## src/hw/rtl/lpt_pkg.sv

```systemverilog
// Shared types, constants and escape-code table for the line prefix tagger.
// Used by lpt_ctrl, lpt_emit and line_prefix_tagger_top; no dependencies.
`default_nettype none

package lpt_pkg;

	localparam int PREFIX_MAX = 12;
	localparam int CHAR_W     = 16;
	localparam int MC_W       = $clog2(PREFIX_MAX + 1);
	localparam int CFG_W      = 64;
	localparam int CFG_IDX_W  = 3;

	localparam logic [CHAR_W-1:0] CHAR_LF = 16'd10;
	localparam logic [CHAR_W-1:0] CHAR_CR = 16'd13;
	localparam logic [7:0]        CHAR_ESC = 8'd27;

	localparam logic [MC_W-1:0] COLOR_LEN = MC_W'(5);
	localparam logic [MC_W-1:0] RESET_LEN = MC_W'(4);

	localparam logic [CFG_IDX_W-1:0] REG_PREFIX_A  = 3'd0;
	localparam logic [CFG_IDX_W-1:0] REG_PREFIX_B  = 3'd1;
	localparam logic [CFG_IDX_W-1:0] REG_PREFIX_C  = 3'd2;
	localparam logic [CFG_IDX_W-1:0] REG_PREFIX_LEN = 3'd3;
	localparam logic [CFG_IDX_W-1:0] REG_PRINT_EN  = 3'd4;
	localparam logic [CFG_IDX_W-1:0] REG_ONLY_TAG  = 3'd5;

	typedef enum logic [1:0] {
		SEQ_GREEN = 2'd0,
		SEQ_GRAY  = 2'd1,
		SEQ_RESET = 2'd2
	} seq_t;

	typedef enum logic [4:0] {
		P_IDLE  = 5'b00001,
		P_COLOR = 5'b00010,
		P_HELD  = 5'b00100,
		P_CUR   = 5'b01000,
		P_RESET = 5'b10000
	} phase_t;

	// Output plan for one input word, in emission order.
	typedef struct packed {
		logic              color_en;
		logic              green;
		logic [MC_W-1:0]   held_n;
		logic              cur_en;
		logic [CHAR_W-1:0] cur_char;
		logic              reset_en;
	} plan_t;

	function automatic logic [CHAR_W-1:0] seq_unit(seq_t kind, logic [2:0] idx);
		logic [7:0] c;
		c = 8'h00;
		case (idx)
			3'd0: c = CHAR_ESC;
			3'd1: c = "[";
			3'd2: c = (kind == SEQ_RESET) ? "0" : (kind == SEQ_GREEN) ? "3" : "9";
			3'd3: c = (kind == SEQ_RESET) ? "m" : (kind == SEQ_GREEN) ? "2" : "0";
			3'd4: c = "m";
			default: c = 8'h00;
		endcase
		return {8'h00, c};
	endfunction

endpackage

`default_nettype wire

```

## src/hw/rtl/line_prefix_tagger_top.sv

```systemverilog
// Line prefix tagger: an input word that produces output words keeps in_stall high
// until the output sequencer has loaded its last word; a word that produces none
// leaves in_stall low. The sequencer moves one word per cycle into the output register
// while out_stall allows it; the first word passes the phase register, then the output
// register. Reset is asynchronous, active low: empty prefix, print enabled, all lines
// shown, next word starts a line. Depends on lpt_pkg, lpt_ctrl, lpt_emit.
`default_nettype none

module line_prefix_tagger_top
	import lpt_pkg::*;
(
	input  wire logic                 clk,
	input  wire logic                 arst_n,
	input  wire logic                 wr_en,
	input  wire logic [CFG_IDX_W-1:0] wr_index,
	input  wire logic [CFG_W-1:0]     wr_data,
	input  wire logic                 in_valid,
	output logic                      in_stall,
	input  wire logic [CHAR_W-1:0]    in_char,
	output logic                      out_valid,
	input  wire logic                 out_stall,
	output logic [CHAR_W-1:0]         out_char,
	output logic                      last
);

	logic              acc;
	logic              busy;
	plan_t             plan;
	logic [MC_W-1:0]   held_idx;
	logic [CHAR_W-1:0] held_data;

	assign in_stall = busy;
	assign acc      = in_valid && !busy;

	lpt_ctrl u_ctrl (
		.clk       (clk),
		.arst_n    (arst_n),
		.wr_en     (wr_en),
		.wr_index  (wr_index),
		.wr_data   (wr_data),
		.acc       (acc),
		.in_char   (in_char),
		.held_idx  (held_idx),
		.plan      (plan),
		.held_data (held_data)
	);

	lpt_emit u_emit (
		.clk       (clk),
		.arst_n    (arst_n),
		.acc       (acc),
		.plan      (plan),
		.held_data (held_data),
		.out_stall (out_stall),
		.held_idx  (held_idx),
		.busy      (busy),
		.out_valid (out_valid),
		.out_char  (out_char),
		.last      (last)
	);

endmodule

`default_nettype wire

```

## src/hw/rtl/lpt_ctrl.sv

```systemverilog
// Configuration registers, line state, prefix compare and held-word buffer.
// Depends on lpt_pkg; hands an output plan to lpt_emit for each accepted word.
`default_nettype none

module lpt_ctrl
	import lpt_pkg::*;
(
	input  wire logic                 clk,
	input  wire logic                 arst_n,
	input  wire logic                 wr_en,
	input  wire logic [CFG_IDX_W-1:0] wr_index,
	input  wire logic [CFG_W-1:0]     wr_data,
	input  wire logic                 acc,
	input  wire logic [CHAR_W-1:0]    in_char,
	input  wire logic [MC_W-1:0]      held_idx,
	output plan_t                     plan,
	output logic [CHAR_W-1:0]         held_data
);

	logic [CFG_W-1:0] pa_q, pb_q, pc_q;
	logic [3:0]       plen_q;
	logic             print_en_q;
	logic             only_tag_q;

	logic             at_start_q, deciding_q, tagged_q;
	logic [MC_W-1:0]  mc_q;
	logic [CHAR_W-1:0] held_q [PREFIX_MAX];

	logic             n_at_start, n_deciding, n_tagged;
	logic [MC_W-1:0]  n_mc;
	logic             hold_we;

	logic [MC_W-1:0]  eff_len;
	logic             ls, dec, tag, vis, is_lf;
	logic [MC_W-1:0]  mc;
	logic [3*CFG_W-1:0] pfx_all;
	logic [CHAR_W-1:0] unit_sel;

	always_ff @(posedge clk or negedge arst_n) begin
		if (!arst_n) begin
			pa_q       <= '0;
			pb_q       <= '0;
			pc_q       <= '0;
			plen_q     <= '0;
			print_en_q <= 1'b1;
			only_tag_q <= 1'b0;
		end else if (wr_en) begin
			case (wr_index)
				REG_PREFIX_A:   pa_q <= wr_data;
				REG_PREFIX_B:   pb_q <= wr_data;
				REG_PREFIX_C:   pc_q <= wr_data;
				REG_PREFIX_LEN: plen_q <= wr_data[3:0];
				REG_PRINT_EN:   print_en_q <= wr_data[0];
				REG_ONLY_TAG:   only_tag_q <= wr_data[0];
				default: ;
			endcase
		end
	end

	assign eff_len = (plen_q > 4'(PREFIX_MAX)) ? MC_W'(PREFIX_MAX) : MC_W'(plen_q);
	assign pfx_all = {pc_q, pb_q, pa_q};
	assign ls      = at_start_q;
	assign dec     = ls ? (eff_len != '0) : deciding_q;
	assign tag     = ls ? 1'b0 : tagged_q;
	assign mc      = ls ? '0 : mc_q;
	assign is_lf   = (in_char == CHAR_LF);
	assign unit_sel = (mc < MC_W'(PREFIX_MAX)) ? pfx_all[{mc, 4'b0000} +: CHAR_W] : '0;

	always_comb begin
		n_at_start = at_start_q;
		n_deciding = deciding_q;
		n_tagged   = tagged_q;
		n_mc       = mc_q;
		hold_we    = 1'b0;
		vis        = 1'b0;
		plan       = '0;
		plan.cur_char = in_char;
		if (in_char != CHAR_CR && print_en_q) begin
			n_at_start = 1'b0;
			n_deciding = dec;
			n_tagged   = tag;
			n_mc       = mc;
			if (dec) begin
				if (is_lf || mc >= eff_len || in_char != unit_sel) begin
					vis = !only_tag_q;
					plan.color_en = vis;
					plan.green    = 1'b0;
					plan.held_n   = vis ? mc : '0;
					plan.cur_en   = vis;
					plan.reset_en = vis && is_lf;
					n_at_start = is_lf;
					n_deciding = is_lf;
					n_tagged   = 1'b0;
					n_mc       = '0;
				end else if (MC_W'(mc + 1'b1) == eff_len) begin
					plan.color_en = 1'b1;
					plan.green    = 1'b1;
					plan.held_n   = mc;
					plan.cur_en   = 1'b1;
					n_deciding = 1'b0;
					n_tagged   = 1'b1;
					n_mc       = '0;
				end else begin
					hold_we = 1'b1;
					n_mc    = MC_W'(mc + 1'b1);
				end
			end else begin
				vis = !only_tag_q || tag;
				plan.color_en = ls && (eff_len == '0) && !only_tag_q;
				plan.cur_en   = vis;
				if (is_lf) begin
					plan.reset_en = vis;
					n_at_start = 1'b1;
					n_deciding = 1'b1;
					n_tagged   = 1'b0;
					n_mc       = '0;
				end
			end
		end
	end

	always_ff @(posedge clk or negedge arst_n) begin
		if (!arst_n) begin
			at_start_q <= 1'b1;
			deciding_q <= 1'b0;
			tagged_q   <= 1'b0;
			mc_q       <= '0;
		end else if (acc) begin
			at_start_q <= n_at_start;
			deciding_q <= n_deciding;
			tagged_q   <= n_tagged;
			mc_q       <= n_mc;
		end
	end

	always_ff @(posedge clk) begin
		if (acc && hold_we) begin
			held_q[mc] <= in_char;
		end
	end

	assign held_data = (held_idx < MC_W'(PREFIX_MAX)) ? held_q[held_idx] : '0;

`ifndef NO_ASSERTIONS
	a_mc_bound: assert property (@(posedge clk) disable iff (!arst_n)
		mc_q < MC_W'(PREFIX_MAX))
		else $error("match count beyond prefix buffer");

	a_mc_idle_zero: assert property (@(posedge clk) disable iff (!arst_n)
		(!at_start_q && !deciding_q) |-> (mc_q == '0))
		else $error("match count left nonzero after decision");

	a_held_framed: assert property (@(posedge clk) disable iff (!arst_n)
		(acc && plan.held_n != '0) |-> (plan.color_en && plan.cur_en))
		else $error("held words planned without color code and current word");
`endif

endmodule

`default_nettype wire

```

## src/hw/rtl/lpt_emit.sv

```systemverilog
// Output sequencer: unless stalled, steps one word per cycle through color code, held words,
// current word and reset code. Depends on lpt_pkg; reads held words from lpt_ctrl.
`default_nettype none

module lpt_emit
	import lpt_pkg::*;
(
	input  wire logic              clk,
	input  wire logic              arst_n,
	input  wire logic              acc,
	input  wire plan_t             plan,
	input  wire logic [CHAR_W-1:0] held_data,
	input  wire logic              out_stall,
	output logic [MC_W-1:0]        held_idx,
	output logic                   busy,
	output logic                   out_valid,
	output logic [CHAR_W-1:0]      out_char,
	output logic                   last
);

	phase_t            phase_q, after_cur, first_phase;
	plan_t             plan_q;
	logic [MC_W-1:0]   idx_q;
	logic              out_valid_q, out_last_q;
	logic [CHAR_W-1:0] out_char_q;
	logic              load, done_now, last_next;
	logic [CHAR_W-1:0] word;

	function automatic phase_t after_phase(phase_t ph, plan_t p);
		phase_t nx;
		nx = P_IDLE;
		case (ph)
			P_COLOR: nx = (p.held_n != '0) ? P_HELD : p.cur_en ? P_CUR :
				p.reset_en ? P_RESET : P_IDLE;
			P_HELD:  nx = p.cur_en ? P_CUR : p.reset_en ? P_RESET : P_IDLE;
			P_CUR:   nx = p.reset_en ? P_RESET : P_IDLE;
			default: nx = P_IDLE;
		endcase
		return nx;
	endfunction

	assign first_phase = plan.color_en ? P_COLOR : after_phase(P_COLOR, plan);
	assign after_cur   = after_phase(phase_q, plan_q);

	always_comb begin
		done_now = 1'b0;
		word     = '0;
		case (phase_q)
			P_COLOR: begin
				done_now = (idx_q == MC_W'(COLOR_LEN - 1'b1));
				word = seq_unit(plan_q.green ? SEQ_GREEN : SEQ_GRAY, idx_q[2:0]);
			end
			P_HELD: begin
				done_now = (idx_q == MC_W'(plan_q.held_n - 1'b1));
				word = held_data;
			end
			P_CUR: begin
				done_now = 1'b1;
				word = plan_q.cur_char;
			end
			P_RESET: begin
				done_now = (idx_q == MC_W'(RESET_LEN - 1'b1));
				word = seq_unit(SEQ_RESET, idx_q[2:0]);
			end
			default: begin
				done_now = 1'b0;
				word = '0;
			end
		endcase
	end

	assign busy      = (phase_q != P_IDLE);
	assign load      = busy && (!out_valid_q || !out_stall);
	assign last_next = done_now && (after_cur == P_IDLE);

	always_ff @(posedge clk or negedge arst_n) begin
		if (!arst_n) begin
			phase_q <= P_IDLE;
			idx_q   <= '0;
		end else if (acc) begin
			phase_q <= first_phase;
			idx_q   <= '0;
		end else if (load) begin
			phase_q <= done_now ? after_cur : phase_q;
			idx_q   <= done_now ? '0 : MC_W'(idx_q + 1'b1);
		end
	end

	always_ff @(posedge clk) begin
		if (acc) begin
			plan_q <= plan;
		end
	end

	always_ff @(posedge clk or negedge arst_n) begin
		if (!arst_n) begin
			out_valid_q <= 1'b0;
		end else if (load) begin
			out_valid_q <= 1'b1;
		end else if (!out_stall) begin
			out_valid_q <= 1'b0;
		end
	end

	always_ff @(posedge clk) begin
		if (load) begin
			out_char_q <= word;
			out_last_q <= last_next;
		end
	end

	assign held_idx  = idx_q;
	assign out_valid = out_valid_q;
	assign out_char  = out_char_q;
	assign last      = out_last_q;

`ifndef NO_ASSERTIONS
	a_held_idx: assert property (@(posedge clk) disable iff (!arst_n)
		(phase_q == P_HELD) |-> (idx_q < plan_q.held_n))
		else $error("held index beyond held count");

	a_start_busy: assert property (@(posedge clk) disable iff (!arst_n)
		(acc && plan.cur_en) |=> (phase_q != P_IDLE))
		else $error("planned output not started");

	a_last_idle: assert property (@(posedge clk) disable iff (!arst_n)
		(load && last_next) |=> (phase_q == P_IDLE && out_last_q && out_valid_q))
		else $error("sequencer still running after final word");
`endif

endmodule

`default_nettype wire

```

## config.mk

```make
export PLATFORM = sky130hd
export DESIGN_NAME = line_prefix_tagger_top
export DESIGN_NICKNAME = d
export VERILOG_FILES = /design/src/hw/rtl/lpt_pkg.sv /design/src/hw/rtl/line_prefix_tagger_top.sv /design/src/hw/rtl/lpt_ctrl.sv /design/src/hw/rtl/lpt_emit.sv
export SDC_FILE = /design/constraint.sdc
export NUM_CORES = 1
export LEC_CHECK = 0
export ABC_CLOCK_PERIOD_IN_PS = 3900
export BUFFER_PORTS_ARGS = -buffer_cell sky130_fd_sc_hd__buf_2
export CELL_PAD_IN_SITES_DETAIL_PLACEMENT = 0
export CELL_PAD_IN_SITES_GLOBAL_PLACEMENT = 1
export CORE_MARGIN = 2
export CORE_UTILIZATION = 40
export CTS_BUF_LIST = sky130_fd_sc_hd__clkbuf_2
export DETAILED_ROUTE_END_ITERATION = 16
export PLACE_DENSITY_LB_ADDON = 0.1
export SKIP_CTS_REPAIR_TIMING = 1
export SYNTH_ARGS = -nofsm -noshare
export SYNTH_HDL_FRONTEND = slang
export SYNTH_SLANG_ARGS = --single-unit
export TNS_END_PERCENT = 100
```

## constraint.sdc

```tcl
create_clock -name clk -period 3.9 [get_ports clk]
set_input_delay 0.585 -clock clk [delete_from_list [all_inputs] [get_ports clk]]
set_output_delay 0.585 -clock clk [all_outputs]
set_load 0.02 [all_outputs]
```

---- After elaboration in Yosys (flattened, before gate mapping) ----
Memory sizes are Yosys's and may differ from the RTL's.
Index checks and enable logic that the tools add are counted.
storage, ports and cells
  register bits ........................... 255
  bits in writable memories ............... 192
  bits of input ports ..................... 88
  output and inout port bits .............. 19
  word-level logic and storage cells ...... 151
  memories ................................ 1
operators by class
  add/subtract/negate cells ............... 3
  $lt $le $gt $ge ......................... 4
  eq/ne operators ......................... 24
  shift operators ......................... 1
  muxes and demuxes ....................... 61
  bitwise operators ....................... 2
  reduce and logical (&&, ||, !) cells .... 35
memories
  name           depth  bits a word  rd ports  clocked after memory_dff  wr ports  RTL line        source
  u_ctrl.held_q  12     16           1         0                         1         lpt_ctrl.sv:27  logic [CHAR_W-1:0] held_q [PREFIX_MAX];
operators with widths
  kind                 count
  $shiftx 192x9->16    1
  $pmux 16 s4          1
  $mux 5               11
  $mux 4               11
  $pmux 8 s5           1
  $mux 16              2
  $pmux 7 s4           1
  $mux 1               26
  $mux 7               3
  $eq 16x4->1 const B  1
  $mux 8               2
  $ne 16x16->1         1
  $ne 16x4->1 const B  1
  $reduce_and 2->1     8
  $pmux 5 s3           1
  $eq 3x2->1 const B   4
  $reduce_bool 4->1    3
  $eq 3x3->1 const B   3
  $add 4x1->4 const B  2
  $eq 4x4->1           2
  $logic_and 1x1->1    8
  $lt 4x4->1 const B   2
  $eq 3x1->1 const B   2
  $logic_not 3->1      2
  other kinds (23)     31

---- Logic depth before layout (Yosys ltp) ----
  depth after elaboration ................. 13
  depth in mapped cells ................... 14

---- By module ----
A second synthesis with hierarchy kept.
unflattened totals
  cell total of the unflattened synthesis .. 1329
  area, all modules ....................... 20184.4 µm²
modules (own cells, without submodules)
  module                  times used  cells an instance  area each (µm²)  seq. area each (µm²)
  lpt_ctrl                1           1126               17697.0          10898.0
  lpt_emit                1           202                2473.6           1452.6
  line_prefix_tagger_top  1           1                  13.8             0.0

---- Worst setup path before layout ----
Ideal clock, no wire load.
  path type ............................... register to register
  start point ............................. reg u_ctrl.mc_q[1]
  end point ............................... mem u_ctrl.held_q[11][0] (enable)
  library setup time ...................... 0.374 ns
  arrival time ............................ 3.415 ns
  data required time ...................... 3.526 ns
  path slack .............................. 0.111 ns
  stages on the path, launching flop included .. 14
  cell sequence ........................... dfrtp_1 nor2b_1 clkbuf_1 clkbuf_1 ha_1 a21o_1 a21o_1 a32oi_1 and4b_1 nand4_1 nor4_4 and2_4 buf_6 and3_1
between the ends
  cells in the longest elaborated chain, start to end .. 11
  elaborated cells between the ends (all ways) .. 17
ends and longest elaborated chain
  item                                                    RTL line         source
  from (decl)                                             lpt_ctrl.sv:26   logic [MC_W-1:0] mc_q;
  from (signal assigned)                                  lpt_ctrl.sv:132  mc_q <= n_mc;
  $mux 4 (*)                                              lpt_ctrl.sv:65   assign mc = ls ? '0 : mc_q;
  $shiftx 192x9->16 / $lt 4x4->1 (equally long branches)  lpt_ctrl.sv:67   assign unit_sel = (mc < MC_W'(PREFIX_MAX)) ? pfx_all[{mc, 4'b0000} +: CHAR_W] : '0;
  $mux 16                                                 lpt_ctrl.sv:67
  $ne 16x16->1                                            lpt_ctrl.sv:84   if (is_lf || mc >= eff_len || in_char != unit_sel) begin
  $logic_or 1x1->1                                        lpt_ctrl.sv:84
  $mux 1                                                  lpt_ctrl.sv:84
  $mux 1                                                  lpt_ctrl.sv:83   if (dec) begin
  $mux 1                                                  lpt_ctrl.sv:78   if (in_char != CHAR_CR && print_en_q) begin
  $logic_and 1x1->1                                       lpt_ctrl.sv:137  if (acc && hold_we) begin
  $mux 1                                                  lpt_ctrl.sv:137
  $mux 1 (implied by the code)                            lpt_ctrl.sv:138  held_q[mc] <= in_char;
  to (decl)                                               lpt_ctrl.sv:27
Mark *: on every way between the ends. The rest lies on a longest branch, timed or not.

---- Final worst setup path ----
  start point ............................. reg u_ctrl.mc_q[0]
  end point ............................... mem u_ctrl.held_q[3][11] (enable)
The elaborated chain is that of the path after synthesis.

==> flow_summary.ini <==
[setup_path]
worstReg2RegEnd = u_ctrl.held_q[3][11]
critical_path_class = reg -> reg
r2r_start = u_ctrl.mc_q[0]
path_max_fanout = 16
start_kind = flip-flop
required_ps = 4780
endpoint_kind = flip-flop
cp.arrival_ps = 4630
r2r_slack_ps = 150
rr_worst_depth = 9

[synthesis]
yosysSeqAreaShare = 0.620
synth_top_area_frac = 0.350
yosysWarnings = 0
synth_edf_count = 232
netlist_area_sq_um = 19900
ys_ff_latch = 447
yosys.area.top_type = edfxtp_1
synth.distinct_cells = 80
syn_nets = 1431
async_flop_share = 0.481
synth_ff_type = edfxtp_1
synthTopCellsByArea = edfxtp_1, dfrtp_1, mux2_2
syn-instance-count = 1329
syn_avg_cell_area_sq_um = 15.0

[sta]
period_share = 0.962
tightest_slew_ps = 927
slew_headroom = 0.382
layout_setup_ws_ps = 150
finalSetupTns_ps = 0
finalSetupViolCount = 0
fin_skew_ps = 143
rsz0062_at_grt = false
hold_viol = 0
max_freq_mhz = 267
fin_crit_ps = 3750
finalMaxSlewViolations = 0

[layout]
fill_cells = 4466
multi_input_area_sq_um = 7130
layout.area.seq_sq_um = 12400
area_growth_syn_to_layout_pct = 19.4
drive_gt1_frac = 0.383
nets = 1752
fin_util = 0.485
final_cells = 2411

[grt]
grt_use_total = 0.220
grt_pass1_vias = 13000
grt-ovfl-total = 0
grt_pass1_wl_mm = 82.8
grt_max_degree = 118
antenna_found_initial = 5

[pwr]
seq_power_share = 0.500
combPwrFrac = 0.246
intPower_w = 0.00827
switchingPower_w = 0.00395
irDropWorstVdd_uv = 261
p_clk_frac = 0.254
p_leak_nw = 9.45
switching_share = 0.323
power_density_nw_per_um2 = 513

[floorplan]
die_h_um = 227
fp.coreArea_sq_um = 49100
start_util = 0.406
rows = 81
io_pins = 107
die_area_sq_um = 51600
die_x_um = 227

[outcome]
outcome = completed

[placed_design]
dpl_worst_slack_ps = 77.2
dp_hpwl_mm = 38.4
portBuffers = 106
placed_cells = 2109
place_congestion = 0.865

[route]
firstDrtPassIters = 5
num_vias = 12800
vias_per_cell = 5.30
drc = 0
ant_nets = 0
wirelength_mm = 55.7
drt_iter0_markers = 766
wl_per_cell_um = 23.1

[clock_tree]
cts-buffers-inserted = 113
clk_path_buf_depth = 3
clock_latency_ps = 1230
clk_pin_slew_ps = 110
cts_max_level = 3
cts.root.buffer_cell = clkbuf_2
clock-sinks = 447
cts_tree = yes

[flow_run]
maxCapViolations = 0

[worst_hold_path]
worstHoldPathType = in -> async
cells in the mapped netlist (7+ instances only):
| cell type | n |
|---|---|
| xnor2_1 | 10 |
| mux2i_1 | 66 |
| nand2_1 | 42 |
| or3_1 | 8 |
| mux4_2 | 53 |
| ha_1 | 14 |
| o21ai_0 | 32 |
| and3_1 | 18 |
| o22ai_1 | 24 |
| o211ai_1 | 7 |
| mux2_2 | 205 |
| nor3_1 | 29 |
| buf_2 | 9 |
| buf_4 | 10 |
| dfrtp_1 | 212 |
| xor2_1 | 7 |
| inv_1 | 36 |
| a22o_1 | 12 |
| edfxtp_1 | 232 |
| nand3_1 | 11 |
| nand2b_1 | 11 |
| nor4_1 | 7 |
| nor3b_1 | 9 |
| nor2b_1 | 10 |
| nand4_1 | 8 |
| clkbuf_1 | 48 |
| a21oi_1 | 32 |
| nor2_1 | 39 |
power by group through the flow:
stage                     Combinational [W]  Sequential (W)  Clock [W]
after floorplan                     0.00207         0.00597          0
after global placement              0.00295         0.00621          0
after CTS                           0.00298         0.00612    0.00326
after global routing                0.00328         0.00619    0.00349
final                               0.00300         0.00611    0.00310
after detailed placement            0.00297         0.00622          0
layout make-up:
type / count / share of cell area
Timing Repair Buffer: 282 / 0.0966
Clock buffer: 173 / 0.0364
Clock inverter: 32 / 0.00610
Inverter: 40 / 0.00631
Sequential cell: 447 / 0.519
Antenna cell: 7 / 0.000736
Tap cell: 664 / 0.0349
Multi-Input combinational cell: 766 / 0.299
cells by family after synthesis:
logic type	after synthesis	share of synthesized area
flops	447	0.620
mux	329	0.213
simple gates	222	0.0615
compound gates	183	0.0638
buf+inv	117	0.0260
xor+xnor	17	0.00747
fa+ha+maj	14	0.00879
through the flow:
step,power (W),cell area (sq um),hold WS [ps]
finish,0.0122,23800,81.0
global route,0.0130,23800,33.5
CTS,0.0123,22900,-605
detailed placement,0.00919,21800,489
global placement,0.00916,21800,483
floorplan,0.00805,19900,289
layout by cell type, fill, tap and decap left out, types with 36 or more instances in the layout:
cell type        n
inv_1           36
dfrtp_1        208
mux4_2          53
mux2i_1         66
nand2_1         42
nor2_1          38
clkbuf_2       173
mux2_2         205
buf_4           70
edfxtp_1       232
buf_2          105
dlygate4sd3_1   88
worst max-delay path, cell delays in order, from the launching register on:
cell,delay (ps)
dfrtp_2,460
mux4_1,640
a21oi_1,280
nor4_1,90
or3_1,390
or4_4,610
nor4_4,350
and2_4,250
and3_1,240
buf_12,180
sequential cells by signal (all words and copies together), names as in the netlist, 4 cells and up:
signal           count
u_emit.plan_q       23
u_ctrl.pb_q         64
u_ctrl.pa_q         64
u_ctrl.plen_q        4
u_ctrl.mc_q          4
u_emit.held_idx      4
u_ctrl.held_q      192
u_emit.phase_q       5
u_emit.out_char     16
u_ctrl.pc_q         64
worst max-delay path by stage:
stage / startpoint / to / slack [ps] / depth (start not counted)
after floorplan: u_ctrl.mc_q[1] / u_ctrl.held_q[11][0] / 110 / 13
final: u_ctrl.mc_q[0] / u_ctrl.held_q[3][11] / 150 / 9
after detailed placement: u_ctrl.at_start_q / u_ctrl.held_q[1][14] / 80 / 12
after CTS: u_ctrl.at_start_q / u_ctrl.held_q[3][3] / 7 / 12
after global placement: u_ctrl.at_start_q / u_ctrl.held_q[1][15] / 120 / 12
after global routing: u_ctrl.at_start_q / u_ctrl.held_q[9][12] / 30 / 12
per-layer routing:
metal  GRT usage  wire [um]  vias to the layer above
li1            -          -                     5854
met3      0.0453       2690                       87
met5           0         13                        -
met2       0.362      27300                      353
met4      0.0732       1400                        2
met1       0.292      24300                     6482
No activity file was read; power rests on OpenSTA's default activity.
